### src/rtl/tsse_pkg.sv
// Shared types and constants for the TLS server-name stream extractor.
package tsse_pkg;

   localparam int DEF_MAX_NAME    = 256;
   localparam int DEF_MAX_PAYLOAD = 65535;

   // fixed header checks
   localparam logic [7:0] REC_HANDSHAKE   = 8'h16;
   localparam logic [7:0] REC_VERSION_MAJ = 8'h03;
   localparam logic [7:0] HS_CLIENT_HELLO = 8'h01;
   localparam int         POS_REC_TYPE    = 0;
   localparam int         POS_REC_VER     = 1;
   localparam int         POS_HS_TYPE     = 5;
   localparam int         POS_SID_LEN     = 43;
   localparam int         SID_BASE        = 44;

   localparam logic [15:0] EXT_SERVER_NAME = 16'h0000;
   localparam logic [7:0]  SN_HOST_NAME    = 8'h00;
   localparam logic [15:0] SN_EXT_MIN_LEN  = 16'd5;

   typedef struct packed {
      logic [7:0] data_byte;
      logic       end_of_payload;
   } req_type;

   typedef struct packed {
      logic [7:0] name_byte;
      logic       name_byte_valid;
      logic       verdict;
      logic       found;
      logic [7:0] name_length;
   } rsp_type;

   // handshake between the stages
   typedef struct packed {
      logic step;      // input word moves through the parser this cycle
   } flow_type;

endpackage

### src/rtl/tsse_in_stage.sv
// Input register of the extractor.
module tsse_in_stage (
   input  logic              clock,
   input  logic              reset,
   input  logic              req_valid,
   output logic              req_ready,
   input  tsse_pkg::req_type req_data,
   input  tsse_pkg::flow_type flow,
   output logic              item_valid,
   output tsse_pkg::req_type item
);
   import tsse_pkg::*;

   logic    valid_ff, valid_in;
   req_type data_ff;

   assign req_ready = !valid_ff || flow.step;
   assign valid_in  = (req_valid && req_ready) || (valid_ff && !flow.step);

   always_ff @(posedge clock) begin
      if (reset) begin
         valid_ff <= 1'b0;
      end else begin
         valid_ff <= valid_in;
      end
   end

   always_ff @(posedge clock) begin
      if (req_valid && req_ready) begin
         data_ff <= req_data;
      end
   end

   assign item_valid = valid_ff;
   assign item       = data_ff;

endmodule

### src/rtl/tsse_parser.sv
// ClientHello walk: parse state registers and the per-byte next-state logic.
module tsse_parser #(
   parameter int MAX_NAME    = tsse_pkg::DEF_MAX_NAME,
   parameter int MAX_PAYLOAD = tsse_pkg::DEF_MAX_PAYLOAD
) (
   input  logic               clock,
   input  logic               reset,
   input  tsse_pkg::flow_type flow,
   input  tsse_pkg::req_type  item,
   output logic               res_valid,
   output tsse_pkg::rsp_type  res
);
   import tsse_pkg::*;

   localparam int POS_W = $clog2(MAX_PAYLOAD + 1);
   localparam int TGT_W = $clog2(MAX_PAYLOAD + 65536);
   localparam logic [POS_W-1:0] POS_MAX  = POS_W'(MAX_PAYLOAD);
   localparam logic [15:0]      NAME_LIM = 16'(MAX_NAME);

   typedef enum logic [16:0] {
      PH_HDR       = 17'b00000000000000001,
      PH_SID       = 17'b00000000000000010,
      PH_CS_LO     = 17'b00000000000000100,
      PH_CS_SKIP   = 17'b00000000000001000,
      PH_CM_SKIP   = 17'b00000000000010000,
      PH_EXTLEN_LO = 17'b00000000000100000,
      PH_EXT_SKIP  = 17'b00000000001000000,
      PH_TYPE_LO   = 17'b00000000010000000,
      PH_LEN_HI    = 17'b00000000100000000,
      PH_LEN_LO    = 17'b00000001000000000,
      PH_SN_LIST   = 17'b00000010000000000,
      PH_NAME_HI   = 17'b00000100000000000,
      PH_NAME_LO   = 17'b00001000000000000,
      PH_NAME      = 17'b00010000000000000,
      PH_WAIT      = 17'b00100000000000000,
      PH_DONE      = 17'b01000000000000000,
      PH_FAIL      = 17'b10000000000000000
   } phase_type;

   phase_type        phase_ff, phase_in;
   logic [POS_W-1:0] pos_ff, pos_in;
   logic [TGT_W-1:0] skip_ff, skip_in;
   logic [TGT_W-1:0] blk_end_ff, blk_end_in;
   logic [15:0]      ext_type_ff, ext_type_in;
   logic [TGT_W-1:0] ext_end_ff, ext_end_in;
   logic [15:0]      hnl_ff, hnl_in;
   logic             vg_ff, vg_in;

   logic [7:0]       b;
   logic             last;
   logic [TGT_W-1:0] pe, p1;
   logic [15:0]      n16;
   logic [TGT_W-1:0] tgt;
   logic             emit, found;

   assign b    = item.data_byte;
   assign last = item.end_of_payload;

   always_comb begin
      phase_in    = phase_ff;
      skip_in     = skip_ff;
      blk_end_in  = blk_end_ff;
      ext_type_in = ext_type_ff;
      ext_end_in  = ext_end_ff;
      hnl_in      = hnl_ff;
      vg_in       = vg_ff;
      emit        = 1'b0;
      found       = 1'b0;
      pe          = TGT_W'(pos_ff);
      p1          = pe + TGT_W'(1);
      n16         = hnl_ff | {8'h00, b};
      tgt         = p1 + TGT_W'(n16);

      if (phase_ff != PH_DONE && phase_ff != PH_FAIL && pos_ff >= POS_MAX) begin
         phase_in = PH_FAIL;
      end else begin
         unique case (phase_ff)
            PH_HDR: begin
               if ((pos_ff == POS_W'(POS_REC_TYPE) && b != REC_HANDSHAKE) ||
                   (pos_ff == POS_W'(POS_REC_VER) && b != REC_VERSION_MAJ) ||
                   (pos_ff == POS_W'(POS_HS_TYPE) && b != HS_CLIENT_HELLO)) begin
                  phase_in = PH_FAIL;
               end else if (pos_ff == POS_W'(POS_SID_LEN)) begin
                  skip_in  = TGT_W'(SID_BASE) + TGT_W'(b);
                  phase_in = PH_SID;
               end
            end
            PH_SID: begin
               if (pe >= skip_ff) begin
                  hnl_in   = {b, 8'h00};
                  phase_in = PH_CS_LO;
               end
            end
            PH_CS_LO: begin
               skip_in  = tgt;
               phase_in = PH_CS_SKIP;
            end
            PH_CS_SKIP: begin
               if (pe >= skip_ff) begin
                  skip_in  = p1 + TGT_W'(b);
                  phase_in = PH_CM_SKIP;
               end
            end
            PH_CM_SKIP: begin
               if (pe >= skip_ff) begin
                  hnl_in   = {b, 8'h00};
                  phase_in = PH_EXTLEN_LO;
               end
            end
            PH_EXTLEN_LO: begin
               blk_end_in = tgt;
               skip_in    = p1;
               phase_in   = PH_EXT_SKIP;
            end
            PH_EXT_SKIP: begin
               if (pe >= skip_ff) begin
                  // whole extension header must sit inside the block
                  if (pe + TGT_W'(4) > blk_end_ff) begin
                     phase_in = PH_FAIL;
                  end else begin
                     ext_type_in = {b, 8'h00};
                     phase_in    = PH_TYPE_LO;
                  end
               end
            end
            PH_TYPE_LO: begin
               ext_type_in = ext_type_ff | {8'h00, b};
               phase_in    = PH_LEN_HI;
            end
            PH_LEN_HI: begin
               hnl_in   = {b, 8'h00};
               phase_in = PH_LEN_LO;
            end
            PH_LEN_LO: begin
               ext_end_in = tgt;
               if (tgt > blk_end_ff) begin
                  phase_in = PH_FAIL;
               end else if (ext_type_ff == EXT_SERVER_NAME) begin
                  if (n16 < SN_EXT_MIN_LEN) begin
                     phase_in = PH_FAIL;
                  end else begin
                     skip_in  = pe + TGT_W'(3);
                     phase_in = PH_SN_LIST;
                  end
               end else begin
                  skip_in  = tgt;
                  phase_in = PH_EXT_SKIP;
               end
            end
            PH_SN_LIST: begin
               if (pe >= skip_ff) begin
                  phase_in = (b == SN_HOST_NAME) ? PH_NAME_HI : PH_FAIL;
               end
            end
            PH_NAME_HI: begin
               hnl_in   = {b, 8'h00};
               phase_in = PH_NAME_LO;
            end
            PH_NAME_LO: begin
               hnl_in  = n16;
               skip_in = tgt;
               if (tgt > blk_end_ff || n16 >= NAME_LIM) begin
                  phase_in = PH_FAIL;
               end else if (n16 == 16'h0000) begin
                  // empty name: skip target is p+1, only the extension end matters
                  if (p1 >= ext_end_ff) begin
                     phase_in = PH_DONE;
                     vg_in    = 1'b1;
                     found    = 1'b1;
                  end else begin
                     phase_in = PH_WAIT;
                  end
               end else begin
                  phase_in = PH_NAME;
               end
            end
            PH_NAME: begin
               emit = pe < skip_ff;
               if (p1 >= skip_ff) begin
                  if (p1 >= ext_end_ff) begin
                     phase_in = PH_DONE;
                     vg_in    = 1'b1;
                     found    = 1'b1;
                  end else begin
                     phase_in = PH_WAIT;
                  end
               end
            end
            PH_WAIT: begin
               if (p1 >= skip_ff && p1 >= ext_end_ff) begin
                  phase_in = PH_DONE;
                  vg_in    = 1'b1;
                  found    = 1'b1;
               end
            end
            default: begin
            end
         endcase
      end

      pos_in = (pos_ff < POS_MAX) ? pos_ff + POS_W'(1) : pos_ff;
   end

   // result word for this byte
   always_comb begin
      res       = '0;
      res_valid = 1'b0;
      if (found) begin
         res_valid           = 1'b1;
         res.name_byte       = emit ? b : 8'h00;
         res.name_byte_valid = emit;
         res.verdict         = 1'b1;
         res.found           = 1'b1;
         res.name_length     = hnl_in[7:0];
      end else if (last) begin
         res_valid   = !vg_ff;
         res.verdict = 1'b1;
      end else if (emit) begin
         res_valid           = 1'b1;
         res.name_byte       = b;
         res.name_byte_valid = 1'b1;
      end
   end

   // end of payload rearms the parser
   always_ff @(posedge clock) begin
      if (reset || (flow.step && last)) begin
         phase_ff    <= PH_HDR;
         pos_ff      <= '0;
         skip_ff     <= '0;
         blk_end_ff  <= '0;
         ext_type_ff <= '0;
         ext_end_ff  <= '0;
         hnl_ff      <= '0;
         vg_ff       <= 1'b0;
      end else if (flow.step) begin
         phase_ff    <= phase_in;
         pos_ff      <= pos_in;
         skip_ff     <= skip_in;
         blk_end_ff  <= blk_end_in;
         ext_type_ff <= ext_type_in;
         ext_end_ff  <= ext_end_in;
         hnl_ff      <= hnl_in;
         vg_ff       <= vg_in;
      end
   end

endmodule

### src/rtl/tsse_out_stage.sv
// Result register of the extractor.
module tsse_out_stage (
   input  logic              clock,
   input  logic              reset,
   input  tsse_pkg::flow_type flow,
   input  logic              res_valid,
   input  tsse_pkg::rsp_type res,
   output logic              out_free,
   output logic              rsp_valid,
   input  logic              rsp_ready,
   output tsse_pkg::rsp_type rsp_data
);
   import tsse_pkg::*;

   logic    valid_ff, valid_in;
   logic    load;
   rsp_type data_ff;

   assign out_free = !valid_ff || rsp_ready;
   assign load     = flow.step && res_valid;
   assign valid_in = load || (valid_ff && !rsp_ready);

   always_ff @(posedge clock) begin
      if (reset) begin
         valid_ff <= 1'b0;
      end else begin
         valid_ff <= valid_in;
      end
   end

   always_ff @(posedge clock) begin
      if (load) begin
         data_ff <= res;
      end
   end

   assign rsp_valid = valid_ff;
   assign rsp_data  = data_ff;

endmodule

### src/rtl/tls_sni_stream_extractor_top.sv
// Top level of the streaming TLS ClientHello server-name extractor.
//
//   channel  direction  handshake            word
//   req_     in         req_valid/req_ready  req_data  (payload byte, end flag)
//   rsp_     out        rsp_valid/rsp_ready  rsp_data  (name byte, verdict)
//
// One payload byte per cycle while rsp_ is not stalled. A byte is held in the
// input register, is parsed on its way into the result register, and its word
// (if any) then shows on rsp_. Reset is synchronous and clears the parse
// state and both valid flags. A stalled rsp_ holds the byte in the input
// register; req_ready drops only when both registers are full.
module tls_sni_stream_extractor_top #(
   parameter int MAX_NAME    = tsse_pkg::DEF_MAX_NAME,
   parameter int MAX_PAYLOAD = tsse_pkg::DEF_MAX_PAYLOAD
) (
   input  logic              clock,
   input  logic              reset,
   input  logic              req_valid,
   output logic              req_ready,
   input  tsse_pkg::req_type req_data,
   output logic              rsp_valid,
   input  logic              rsp_ready,
   output tsse_pkg::rsp_type rsp_data
);
   import tsse_pkg::*;

   flow_type flow;
   logic     item_valid;
   req_type  item;
   logic     res_valid;
   rsp_type  res;
   logic     out_free;

   assign flow.step = item_valid && out_free;

   tsse_in_stage u_in (
      .clock      (clock),
      .reset      (reset),
      .req_valid  (req_valid),
      .req_ready  (req_ready),
      .req_data   (req_data),
      .flow       (flow),
      .item_valid (item_valid),
      .item       (item)
   );

   tsse_parser #(
      .MAX_NAME    (MAX_NAME),
      .MAX_PAYLOAD (MAX_PAYLOAD)
   ) u_parser (
      .clock     (clock),
      .reset     (reset),
      .flow      (flow),
      .item      (item),
      .res_valid (res_valid),
      .res       (res)
   );

   tsse_out_stage u_out (
      .clock     (clock),
      .reset     (reset),
      .flow      (flow),
      .res_valid (res_valid),
      .res       (res),
      .out_free  (out_free),
      .rsp_valid (rsp_valid),
      .rsp_ready (rsp_ready),
      .rsp_data  (rsp_data)
   );

endmodule

### config.mk
export PLATFORM = sky130hd
export DESIGN_NAME = tls_sni_stream_extractor_top
export DESIGN_NICKNAME = d
export VERILOG_FILES = /design/src/rtl/tsse_pkg.sv /design/src/rtl/tsse_in_stage.sv /design/src/rtl/tsse_parser.sv /design/src/rtl/tsse_out_stage.sv /design/src/rtl/tls_sni_stream_extractor_top.sv
export SDC_FILE = /design/constraint.sdc
export NUM_CORES = 1
export LEC_CHECK = 0
export BUFFER_PORTS_ARGS = -buffer_cell sky130_fd_sc_hd__clkbuf_2
export CAP_MARGIN = 40
export CORE_ASPECT_RATIO = 1.75
export CORE_MARGIN = 2
export CORE_UTILIZATION = 45
export CTS_BUF_LIST = sky130_fd_sc_hd__clkbuf_16
export DETAILED_ROUTE_END_ITERATION = 10
export GPL_TIMING_DRIVEN = 0
export PLACE_DENSITY_LB_ADDON = 0.25
export SLEW_MARGIN = 20
export SYNTH_ARGS = -nofsm -noshare
export SYNTH_HDL_FRONTEND = slang
export SYNTH_SLANG_ARGS = --single-unit
### constraint.sdc
create_clock -name clock -period 13.54 [get_ports clock]
set_input_delay 2.708 -clock clock [delete_from_list [all_inputs] [get_ports clock]]
set_output_delay 2.708 -clock clock [all_outputs]
set_load 0.01 [all_outputs]
==> results of run 1 <==
==> final timing paths <==
check                                      startpoint                             endpoint  slack (ns)  depth (start not counted)
setup / recovery      u_parser.pos_ff[0]$_SDFFE_PP0P_         u_out.rsp_data[16]$_DFFE_PP_        5.80                         21
hold / removal    u_parser.blk_end_ff[4]$_SDFFE_PP0P_  u_parser.blk_end_ff[4]$_SDFFE_PP0P_        0.45                          2
setup reg to reg      u_parser.pos_ff[0]$_SDFFE_PP0P_         u_out.rsp_data[16]$_DFFE_PP_        5.80                         21
hold reg to reg   u_parser.blk_end_ff[4]$_SDFFE_PP0P_  u_parser.blk_end_ff[4]$_SDFFE_PP0P_        0.45                          2
==> tightest hold or removal path, delay by kind of cell (launching register included) <==
| kind | cells | cell delay [ns] |
|---|---|---|
| DFF | 1 | 0.31 |
| and+or+nand+nor | 1 | 0.05 |
| AOI/OAI and AO/OA | 1 | 0.05 |
==> cells in the final DEF (no fill, tap or decap), drive strengths merged, types with 34 or more instances in the layout <==
cell / netlist / layout
a21oi: 103 / 103
clkbuf: 58 / 111
dfxtp: 119 / 119
ha: 118 / 118
inv: 82 / 90
mux2i: 34 / 34
nand2: 149 / 149
nand3: 42 / 42
nor2: 135 / 135
o21ai: 43 / 43
xnor2: 40 / 40
==> logic make-up (layout without fill, tap and decap cells) <==
| family | after synthesis | count (layout) | synth area share |
|---|---|---|---|
| adders and majority gates | 123 | 123 | 0.137 |
| muxes | 34 | 34 | 0.0302 |
| AOI/OAI and AO/OA | 327 | 327 | 0.197 |
| and+or+nand+nor | 538 | 538 | 0.239 |
| xor gates and xnor gates | 69 | 69 | 0.0535 |
| DFF | 147 | 147 | 0.286 |
| buffers and inverters | 160 | 236 | 0.0578 |
==> synth_stat cells, types with 11 or more instances <==
| cell | number | area [µm²] |
|---|---|---|
| dfxtp_1 | 119 | 2380 |
| edfxtp_1 | 28 | 841 |
| xor2_1 | 29 | 254 |
| a21o_1 | 21 | 158 |
| nor4_1 | 30 | 188 |
| a21oi_1 | 102 | 510 |
| mux2i_1 | 34 | 340 |
| ha_1 | 118 | 1480 |
| nand2b_1 | 14 | 87.6 |
| xnor2_1 | 40 | 350 |
| a211oi_1 | 24 | 180 |
| nand2_1 | 148 | 556 |
| and2_1 | 17 | 106 |
| o31ai_1 | 11 | 82.6 |
| nor3_1 | 33 | 165 |
| inv_1 | 82 | 308 |
| or3_1 | 13 | 81.3 |
| clkbuf_1 | 57 | 214 |
| a22oi_1 | 17 | 128 |
| o21ai_0 | 40 | 200 |
| or2_2 | 18 | 113 |
| nand4_1 | 26 | 163 |
| nand3_1 | 42 | 210 |
| nor2_1 | 135 | 507 |
==> registers in the layout (all words and copies together), names as in the netlist <==
signal	flops
u_out.rsp_data	19
u_parser.vg_ff	1
u_parser.phase_ff	17
u_parser.ext_type_ff	16
u_out.rsp_valid	1
u_parser.blk_end_ff	17
u_in.item_valid	1
u_parser.ext_end_ff	17
u_parser.pos_ff	16
u_parser.skip_ff	17
u_parser.hnl_ff	16
u_in.item	9
==> per-layer routing <==
metal | wire, µm | part of all wire
met2 | 21400 | 0.50
met1 | 14100 | 0.33
met5 | 0 | 0
met4 | 4400 | 0.10
met3 | 2650 | 0.062
==> power groups by stage <==
stage / logic, W / registers (W) / clock network (W)
2_1_floorplan: 0.0000724 / 0.000464 / 0
3_3_place_gp: 0.000112 / 0.000465 / 0
3_5_place_dp: 0.000114 / 0.000465 / 0
4_1_cts: 0.000115 / 0.000455 / 0.000500
5_1_grt: 0.000126 / 0.000455 / 0.000514
6_report: 0.000119 / 0.000455 / 0.000495
==> stage by stage <==
step / setup slack (ns) / total power (W)
global placement: 5.25 / 0.000577
finish: 5.80 / 0.00107
global route: 5.37 / 0.00110
CTS: 5.88 / 0.00107
detailed placement: 5.92 / 0.000579
floorplan: 7.26 / 0.000537
==> area by class of cell <==
type / count / area [µm²]
clock buffers: 18 / 450
plain buffers: 78 / 344
multi-input cells: 1091 / 7430
repair buffers: 44 / 238
well taps: 312 / 390
flip-flops and latches: 147 / 3220
clock inverters: 14 / 164
inverters: 82 / 308
fillers: 2400 / 12100
==> results.ini, run 1 <==
[cells_and_area]
fin_area_um2 = 12600
layout.nets = 1594
num_antenna_cells = 0
drive_gt1_frac = 0.0923
syn2layout_area_growth_pct = 11.2
instances_no_fill = 1786
post-route-util = 0.510

[clock_tree]
cts-buffers-inserted = 17
clkLatencyLatePin_ns = 0.47
cts_resized = 0
postCtsSetupBuffers = 0
hold_buffers = 0
htreeDepth = 4
clkSinkCount = 147
cts-root-buf = clkbuf_16
clock_path_buffers = 2
clk_pin_slew_ns = 0.07
cts_tree = yes

[worst_setup_path]
path_class = reg2reg
cp-start-kind = flop
cp.required_ns = 13.87
crit_top_cell = inv_1
slowest_stage = a21oi_1
end_kind = flop
crit_family = compound AO/OA/AOI/OAI gates
crit_chain = clkbuf_1, inv_1, ha_1, inv_1, fa_1, nor2b_1, o21ai_0, a21o_1, a211oi_1, or2_2, o21ai_0, xor2_1, inv_1, ha_1, nand4_1, or4_1, and2_1, a2111oi_2, o221ai_1, a21oi_1, and2_1
max_stage_delay_ns = 0.66
cp_max_fo = 10
worst-path-buf-inv = 4
crit_arrival_ns = 8.06

[sta]
max_slew_margin = 0.380
finalHoldViolCount = 0
maxSlewViolCount = 0
max_freq_mhz = 129
tightest_slew_ns = 0.930
setup_viol = 0
rsz0062_at_grt = no
clock_skew_ns = 0.0153
fin_crit_sh = 0.571
min_period_ns = 7.74
worst_hold_slack_ns = 0.453
finalSetupTns_ns = 0

[place]
gp_congestion = 1.03
portBuffers = 33
dpl.hpwl_um = 33500
placed_cell_area_um2 = 11900
numPlacedInstances = 1751

[global_route]
grt_first_pass_wirelength_um = 64100
grt_pass1_vias = 11200
grt.met1_usage = 0.315
grt_usage = 0.335
grt_use_met2 = 0.590
top_usage_layer = met2
overflow = 0
grt_antenna_before_repair = 0
grt_start_max_net_pins = 18
grtUsageMet3 = 0.0774

[logic_synthesis]
synth_ff_type = dfxtp_1
netlist_area_um2 = 11300
synthesis.nets = 1531
ys_warn_count = 0
ys_async_sr_fraction = 0
synthCells = 1398
syn_avg_cell_area_um2 = 8.07
synth_cell_types = 85
yosysSeqAreaShare = 0.286
synth_edf_count = 28
ys_ff_latch = 147

[floorplan]
row_count = 76
start_util = 0.458
die_w_um = 124
io_pins = 34
die_h_um = 214
dieArea_um2 = 26400
coreArea_um2 = 24600

[power_and_ir_drop]
p_sw_w = 0.000321
power_frac_comb = 0.111
power_density_nw_per_um2 = 85.2
clkPwrFrac = 0.463
internal_power_w = 0.000748
power_frac_seq = 0.426
ir_drop_mv = 0.100
switching_share = 0.300
total_leakage_power_nw = 4.89

[route]
via_count = 11100
wl_um = 42600
wl_per_cell_um = 23.9
route.detailed.drc = 0
ant_nets = 0
vias_per_cell = 6.24
firstDrtPassIters = 8
initialDrtViolationCount = 765

[outcome]
status = finished, final reports clean

[flow_run]
drv_cap = 0

[worst_hold_path]
hp-class = reg2reg

No activity file was read; power rests on OpenSTA's default activity.
==> inputs of run 2 (changes only) <==
- ABC_AREA: default -> 1
- clock period: 13.54 -> 7.6 ns (I/O delays scaled with it)
==> run 2 against run 1 <==
Effect of this change: register-to-register slack got worse by 5.0 ns; worst hold slack improved by 0.013 ns; critical path depth is 2 higher; critical path type unchanged; largest power group is now combinational cells.
==> results.ini, run 2 <==
[power_and_ir_drop]
power_density_nw_per_um2 = 207  ; +140%
power_frac_comb = 0.367  ; +0.256
ir_drop_mv = 0.184  ; +83%
p_sw_w = 0.00115  ; +260%
power_frac_seq = 0.324  ; -0.102
internal_power_w = 0.00157  ; +110%
total_leakage_power_nw = 6.32  ; +29%
switching_share = 0.422  ; +0.122
clkPwrFrac = 0.309  ; -0.154

[clock_tree]
cts_tree = yes
clkLatencyLatePin_ns = 0.47  ; about the same
cts-buffers-inserted = 17  ; unchanged
hold_buffers = 0  ; unchanged
postCtsSetupBuffers = 0  ; unchanged
clock_path_buffers = 2  ; unchanged
clkSinkCount = 147  ; unchanged
cts_resized = 0  ; unchanged
htreeDepth = 4  ; unchanged
clk_pin_slew_ns = 0.07  ; about the same
cts-root-buf = clkbuf_16

[cells_and_area]
instances_no_fill = 2215  ; +24%
seq_area_um2 = 3220  ; unchanged
num_antenna_cells = 0  ; unchanged
largest_register_ffs = 19  ; unchanged
fill_cells = 2724  ; +14%
syn2layout_area_growth_pct = 9.77
final_common_cell = nand2_1
multiInputGateArea_um2 = 7510  ; +1.0%
layout_common_cells = 418 x nand2_1, 246 x inv_1, 229 x nor2_1
drive_gt1_frac = 0.0723  ; -0.0200
layout.nets = 2015  ; +26%
fin_area_um2 = 13100  ; +4.5%

[route]
firstDrtPassIters = 8  ; unchanged
route.detailed.drc = 0  ; unchanged
ant_nets = 0  ; unchanged
wl_per_cell_um = 21.5  ; -10%
initialDrtViolationCount = 968  ; +27%
via_count = 12600  ; +13%
vias_per_cell = 5.69  ; -8.8%
wl_um = 47500  ; +12%

[sta]
min_period_ns = 6.83  ; -0.903 ns
tightest_slew_ns = 0.839  ; -0.0914 ns
finalSetupTns_ns = 0  ; unchanged
rsz0062_at_grt = no
max_freq_mhz = 146  ; +13%
maxSlewViolCount = 0  ; unchanged
max_slew_margin = 0.441  ; +0.0610
setup_viol = 0  ; unchanged
clock_skew_ns = 0.0144  ; -0.000887 ns
finalHoldViolCount = 0  ; unchanged
fin_crit_sh = 0.899  ; +0.328

[global_route]
grt_pass1_vias = 12300  ; +10%
grt_usage = 0.347  ; +0.0118
grt_first_pass_wirelength_um = 71200  ; +11%
overflow = 0  ; unchanged
grt_antenna_before_repair = 0  ; unchanged
grt_start_max_net_pins = 20  ; +2

[floorplan]
die_h_um = 220  ; +2.8%
start_util = 0.459  ; about the same
dieArea_um2 = 27900  ; +5.7%
die_w_um = 127  ; +2.8%
io_pins = 34  ; unchanged
coreArea_um2 = 26100  ; +5.8%
row_count = 78  ; +2.6%

[worst_hold_path]
hp-class = reg2reg

[place]
numPlacedInstances = 2183  ; +25%
gp_congestion = 1.06  ; +3.0%
placed_cell_area_um2 = 12600  ; +5.4%
dpl.hpwl_um = 38400  ; +15%
portBuffers = 33  ; unchanged

[logic_synthesis]
ys_ff_latch = 147  ; unchanged
synthTopCellsByCount = 418 x nand2_1, 245 x inv_1, 229 x nor2_1, 150 x a21oi_1, 130 x nand3_1
synth_top_cell_area_share = 0.199  ; -0.0117
ys_warn_count = 0  ; unchanged
synthesis.nets = 1959  ; +28%
synth_ff_type = dfxtp_1
yosysMostFrequentCell = nand2_1
netlist_area_um2 = 12000  ; +5.9%
yosys-top-cells-area = dfxtp_1 20%, nand2_1 13%, ha_1 12%, inv_1 7.7%, nor2_1 7.2%
syn_avg_cell_area_um2 = 6.54  ; -19%
ys_async_sr_fraction = 0  ; unchanged
synth_top_area_cell = dfxtp_1
yosysSeqAreaShare = 0.270  ; -0.0158
synthCells = 1826  ; +31%
synth_cell_types = 56  ; -34%
synth_edf_count = 28  ; unchanged

[worst_setup_path]
end_kind = flop
cp_max_fo = 19  ; +9
crit_chain = inv_1, ha_1, inv_1, fa_1, o21ai_0, nand3_1, nand3_1, nand3_1, nand2_1, xor2_1, ha_1, a21o_1, nor2_1, nand2_1, nand2_1, nand3_1, a21oi_1, nand3_1, nand2_1, nand3_1, nand2_1, nand2_1, inv_1
slowest_stage = dfxtp_1
worst-path-buf-inv = 3  ; -1
cp.required_ns = 7.70  ; -6.17 ns
crit_arrival_ns = 6.93  ; -1.13 ns
crit_family = adder cells
path_class = reg2reg
max_stage_delay_ns = 0.80  ; +0.14 ns
cp-start-kind = flop

[outcome]
status = finished, final reports clean

[flow_run]
drv_cap = 0  ; unchanged

run 2: routing by layer:
metal	share of wire	wire length (µm)	global-route usage
met1	0.34	16400	0.344
met2	0.49	23200	0.614
met3	0.059	2800	0.0563
met5	0	0	0
met4	0.11	5130	0.312
run 2: logic make-up (layout without fill, tap and decap cells):
| logic type | after synthesis | in the layout | share of synthesized area |
|---|---|---|---|
| AND/OR/NAND/NOR | 908 | 908 | 0.332 |
| buffers and inverters | 307 | 376 | 0.102 |
| AO/OA/AOI/OAI | 304 | 304 | 0.140 |
| flip-flops | 147 | 147 | 0.270 |
| XOR/XNOR | 40 | 40 | 0.0293 |
| adder cells (fa/ha/maj) | 120 | 120 | 0.127 |
run 2: layout make-up:
cell class,count,area share
Clock buffer,17,0.0324
Sequential cell,147,0.246
Buffer,49,0.0190
Clock inverter,15,0.0106
Multi-Input combinational cell,1372,0.572
Tap cell,320,0.0305
Inverter,258,0.0739
Timing Repair Buffer,37,0.0155
run 2: final timing paths:
path                                                      startpoint                                    to  slack, ns  cells past startpoint
worst max register to register       u_parser.pos_ff[0]$_SDFFE_PP0P_          u_out.rsp_data[18]$_DFFE_PP_       0.77                     23
worst max-delay path                 u_parser.pos_ff[0]$_SDFFE_PP0P_          u_out.rsp_data[18]$_DFFE_PP_       0.77                     23
worst min-delay path            u_parser.ext_type_ff[3]$_SDFFE_PP0P_  u_parser.ext_type_ff[3]$_SDFFE_PP0P_       0.47                      2
worst min register to register  u_parser.ext_type_ff[3]$_SDFFE_PP0P_  u_parser.ext_type_ff[3]$_SDFFE_PP0P_       0.47                      2
run 2: tightest hold or removal path, delay by kind of cell, from the launching register on:
kind,cells,cell delay (ns)
compound gates,1,0.04
flops,1,0.32
simple gates,1,0.07
run 2: power groups by stage:
stage          Clock (W)  Combinational, W  Sequential (W)
2_1_floorplan          0          0.000698        0.000881
3_3_place_gp           0          0.000966        0.000897
3_5_place_dp           0          0.000979        0.000898
4_1_cts         0.000851          0.000984        0.000880
5_1_grt         0.000881           0.00111        0.000886
6_report        0.000841          0.000998        0.000882
run 2: metrics by stage:
step           hold WS [ns]  total power (W)  worst slack (ns)  utilization
2_1_floorplan         0.429          0.00158              3.05            -
3_3_place_gp          0.442          0.00186             0.987        0.480
3_5_place_dp          0.453          0.00188             0.946        0.482
4_1_cts               0.466          0.00271             0.932        0.503
5_1_grt               0.483          0.00287             0.550        0.503
6_report              0.465          0.00272             0.766        0.503
==> inputs of run 3 (changes only) <==
- BUFFER_PORTS_ARGS: -buffer_cell sky130_fd_sc_hd__clkbuf_2 -> default
- DONT_BUFFER_PORTS: default -> 1
==> run 3 against run 2 <==
Effect of this change: sequential cell count did not move; worst hold slack got worse by 0.0025 ns; highest routed layer unchanged; largest cell class unchanged; largest power group unchanged; via count decreased by 1.4%; non-clock buffer count fell by 35; die area unchanged; maximum frequency increased by 1.3%.
==> results.ini, run 3 (same netlist as run 2, synthesis figures left out) <==
[sta]
max_slew_margin = 0.421  ; -0.0202
tightest_slew_ns = 0.865  ; +0.0265 ns
clock_skew_ns = 0.0106  ; -0.00387 ns
rsz0062_at_grt = no
min_period_ns = 6.75  ; -0.0859 ns
setup_viol = 0  ; unchanged
fin_crit_sh = 0.888  ; -0.0113
finalHoldViolCount = 0  ; unchanged
finalSetupTns_ns = 0  ; unchanged
maxSlewViolCount = 0  ; unchanged
max_freq_mhz = 148  ; +1.3%

[cells_and_area]
syn2layout_area_growth_pct = 8.26
num_antenna_cells = 0  ; unchanged
final_common_cell = nand2_1
drive_gt1_frac = 0.0548  ; -0.0175
largest_register_ffs = 19  ; unchanged
layout_common_cells = 418 x nand2_1, 246 x inv_1, 229 x nor2_1
fill_cells = 2694  ; -1.1%
layout.nets = 1980  ; -1.7%
fin_area_um2 = 12900  ; -1.4%

[worst_setup_path]
worst-path-buf-inv = 3  ; unchanged
cp.required_ns = 7.69  ; about the same
r2r_setup_slack_ns = 0.85  ; +0.09 ns
crit_arrival_ns = 6.84  ; -0.09 ns
crit_top_cell = nand2_1
crit_family = simple AND/OR/NAND/NOR gates
end_kind = flop
cp_max_fo = 19  ; unchanged
rr_worst_depth = 25  ; +8.7%
timing.rr.end = u_out.rsp_data[6]$_SDFFCE_PN0P_
path_class = reg2reg
cp-start-kind = flop
r2r_start = u_parser.pos_ff[0]$_SDFFE_PP0P_
slowest_stage = dfxtp_1
max_stage_delay_ns = 0.82  ; +0.02 ns

[power_and_ir_drop]
power_density_nw_per_um2 = 209  ; +1.0%
ir_drop_mv = 0.162  ; -12%
total_leakage_power_nw = 6.17  ; -2.3%

[place]
placed_cell_area_um2 = 12400  ; -1.6%
gp_congestion = 1.09  ; +2.1%
portBuffers = 0  ; -100%
dpl.hpwl_um = 37600  ; -2.1%

[global_route]
grt_antenna_before_repair = 0  ; unchanged
overflow = 0  ; unchanged
grt_use_met2 = 0.602  ; -0.0124
top_usage_layer = met2
grt_pass1_vias = 12100  ; -1.7%
grt.met1_usage = 0.332  ; -0.0120
grt_usage = 0.342  ; -0.00415
grt_first_pass_wirelength_um = 70100  ; -1.5%
grtUsageMet3 = 0.0532  ; -0.00316
grt_start_max_net_pins = 20  ; unchanged

[worst_hold_path]
min-delay-start = u_parser.ext_type_ff[2]$_SDFFE_PP0P_
worstHoldPathCells = 2  ; unchanged
hold-path-endpoint = u_parser.ext_type_ff[2]$_SDFFE_PP0P_
hp-class = reg2reg

[route]
wl_um = 47100  ; -0.96%
route.detailed.drc = 0  ; unchanged
via_count = 12400  ; -1.4%
wl_per_cell_um = 21.6  ; +0.63%
firstDrtPassIters = 8  ; unchanged
vias_per_cell = 5.70  ; +0.20%
ant_nets = 0  ; unchanged
initialDrtViolationCount = 896  ; -7.4%

[floorplan]
row_count = 78  ; unchanged
start_util = 0.459  ; unchanged
dieArea_um2 = 27900  ; unchanged
io_pins = 34  ; unchanged
die_h_um = 220  ; unchanged
coreArea_um2 = 26100  ; unchanged
die_w_um = 127  ; unchanged

[clock_tree]
cts-root-buf = clkbuf_16
hold_buffers = 0  ; unchanged
clk_pin_slew_ns = 0.07  ; about the same
clkSinkCount = 147  ; unchanged
htreeDepth = 4  ; unchanged
postCtsSetupBuffers = 0  ; unchanged
cts_resized = 0  ; unchanged
clock_path_buffers = 2  ; unchanged
clkLatencyLatePin_ns = 0.47  ; about the same
cts-buffers-inserted = 17  ; unchanged
cts_tree = yes

[flow_run]
drv_cap = 0  ; unchanged

[outcome]
status = finished, final reports clean

-- run 3: cell count changes in the layout (fill, tap and decap cells not counted) --
cell        previous run  this run
buf_4                  7         6
buf_6                  6         5
clkbuf_2              33         0
clkinv_4               1         3
clkinv_8               1         2
clkinvlp_4             1         0
inv_8                  4         2
-- run 3: layout make-up --
type                            instances  area, µm²  area share
Multi-Input combinational cell       1372       7510       0.580
Inverter                              258        970      0.0750
Sequential cell                       147       3220       0.249
Timing Repair Buffer                    2       18.8     0.00145
Tap cell                              320        400      0.0309
Clock buffer                           17        425      0.0329
Buffer                                 49        249      0.0192
Clock inverter                         15        143      0.0110
-- run 3: worst min-delay path, delay by kind of cell, from the launching register on --
kind               cells  cell delay, ns
AOI/OAI and AO/OA      1            0.04
DFF                    1            0.32
and+or+nand+nor        1            0.07
-- run 3: worst max path at each step --
stage                     cells past startpoint                         endpoint                             from
final                                        25  u_out.rsp_data[6]$_SDFFCE_PN0P_  u_parser.pos_ff[0]$_SDFFE_PP0P_
after global routing                         25  u_out.rsp_data[6]$_SDFFCE_PN0P_  u_parser.pos_ff[0]$_SDFFE_PP0P_
after CTS                                    25  u_out.rsp_data[6]$_SDFFCE_PN0P_  u_parser.pos_ff[0]$_SDFFE_PP0P_
after detailed placement                     25  u_out.rsp_data[5]$_SDFFCE_PN0P_  u_parser.pos_ff[0]$_SDFFE_PP0P_
after global placement                       23     u_out.rsp_data[16]$_DFFE_PP_  u_parser.pos_ff[0]$_SDFFE_PP0P_
after floorplan                              25  u_out.rsp_data[0]$_SDFFCE_PN0P_  u_parser.pos_ff[0]$_SDFFE_PP0P_
-- run 3: metal layers --
layer | routed length (µm) | part of all wire
met5 | 0 | 0
met4 | 5630 | 0.12
met3 | 2630 | 0.056
met2 | 22700 | 0.48
met1 | 16100 | 0.34
-- run 3: per-stage QoR --
stage	std cells	worst slack, ns	util	power (W)	hold slack (ns)
2_1_floorplan	1826	3.05	-	0.00158	0.429
3_3_place_gp	2146	1.12	0.474	0.00185	0.440
3_5_place_dp	2147	1.10	0.474	0.00186	0.452
4_1_cts	2179	1.07	0.496	0.00269	0.465
5_1_grt	2180	0.639	0.496	0.00286	0.487
6_report	2180	0.852	0.496	0.00271	0.463
-- run 3: where the power goes --
| part | total, W | internal, W | switching (W) |
|---|---|---|---|
| clock network | 0.000840 | 0.000432 | 0.000408 |
| logic | 0.000987 | 0.000299 | 0.000688 |
| registers | 0.000883 | 0.000837 | 0.0000457 |
| total | 0.00271 | 0.00157 | 0.00114 |
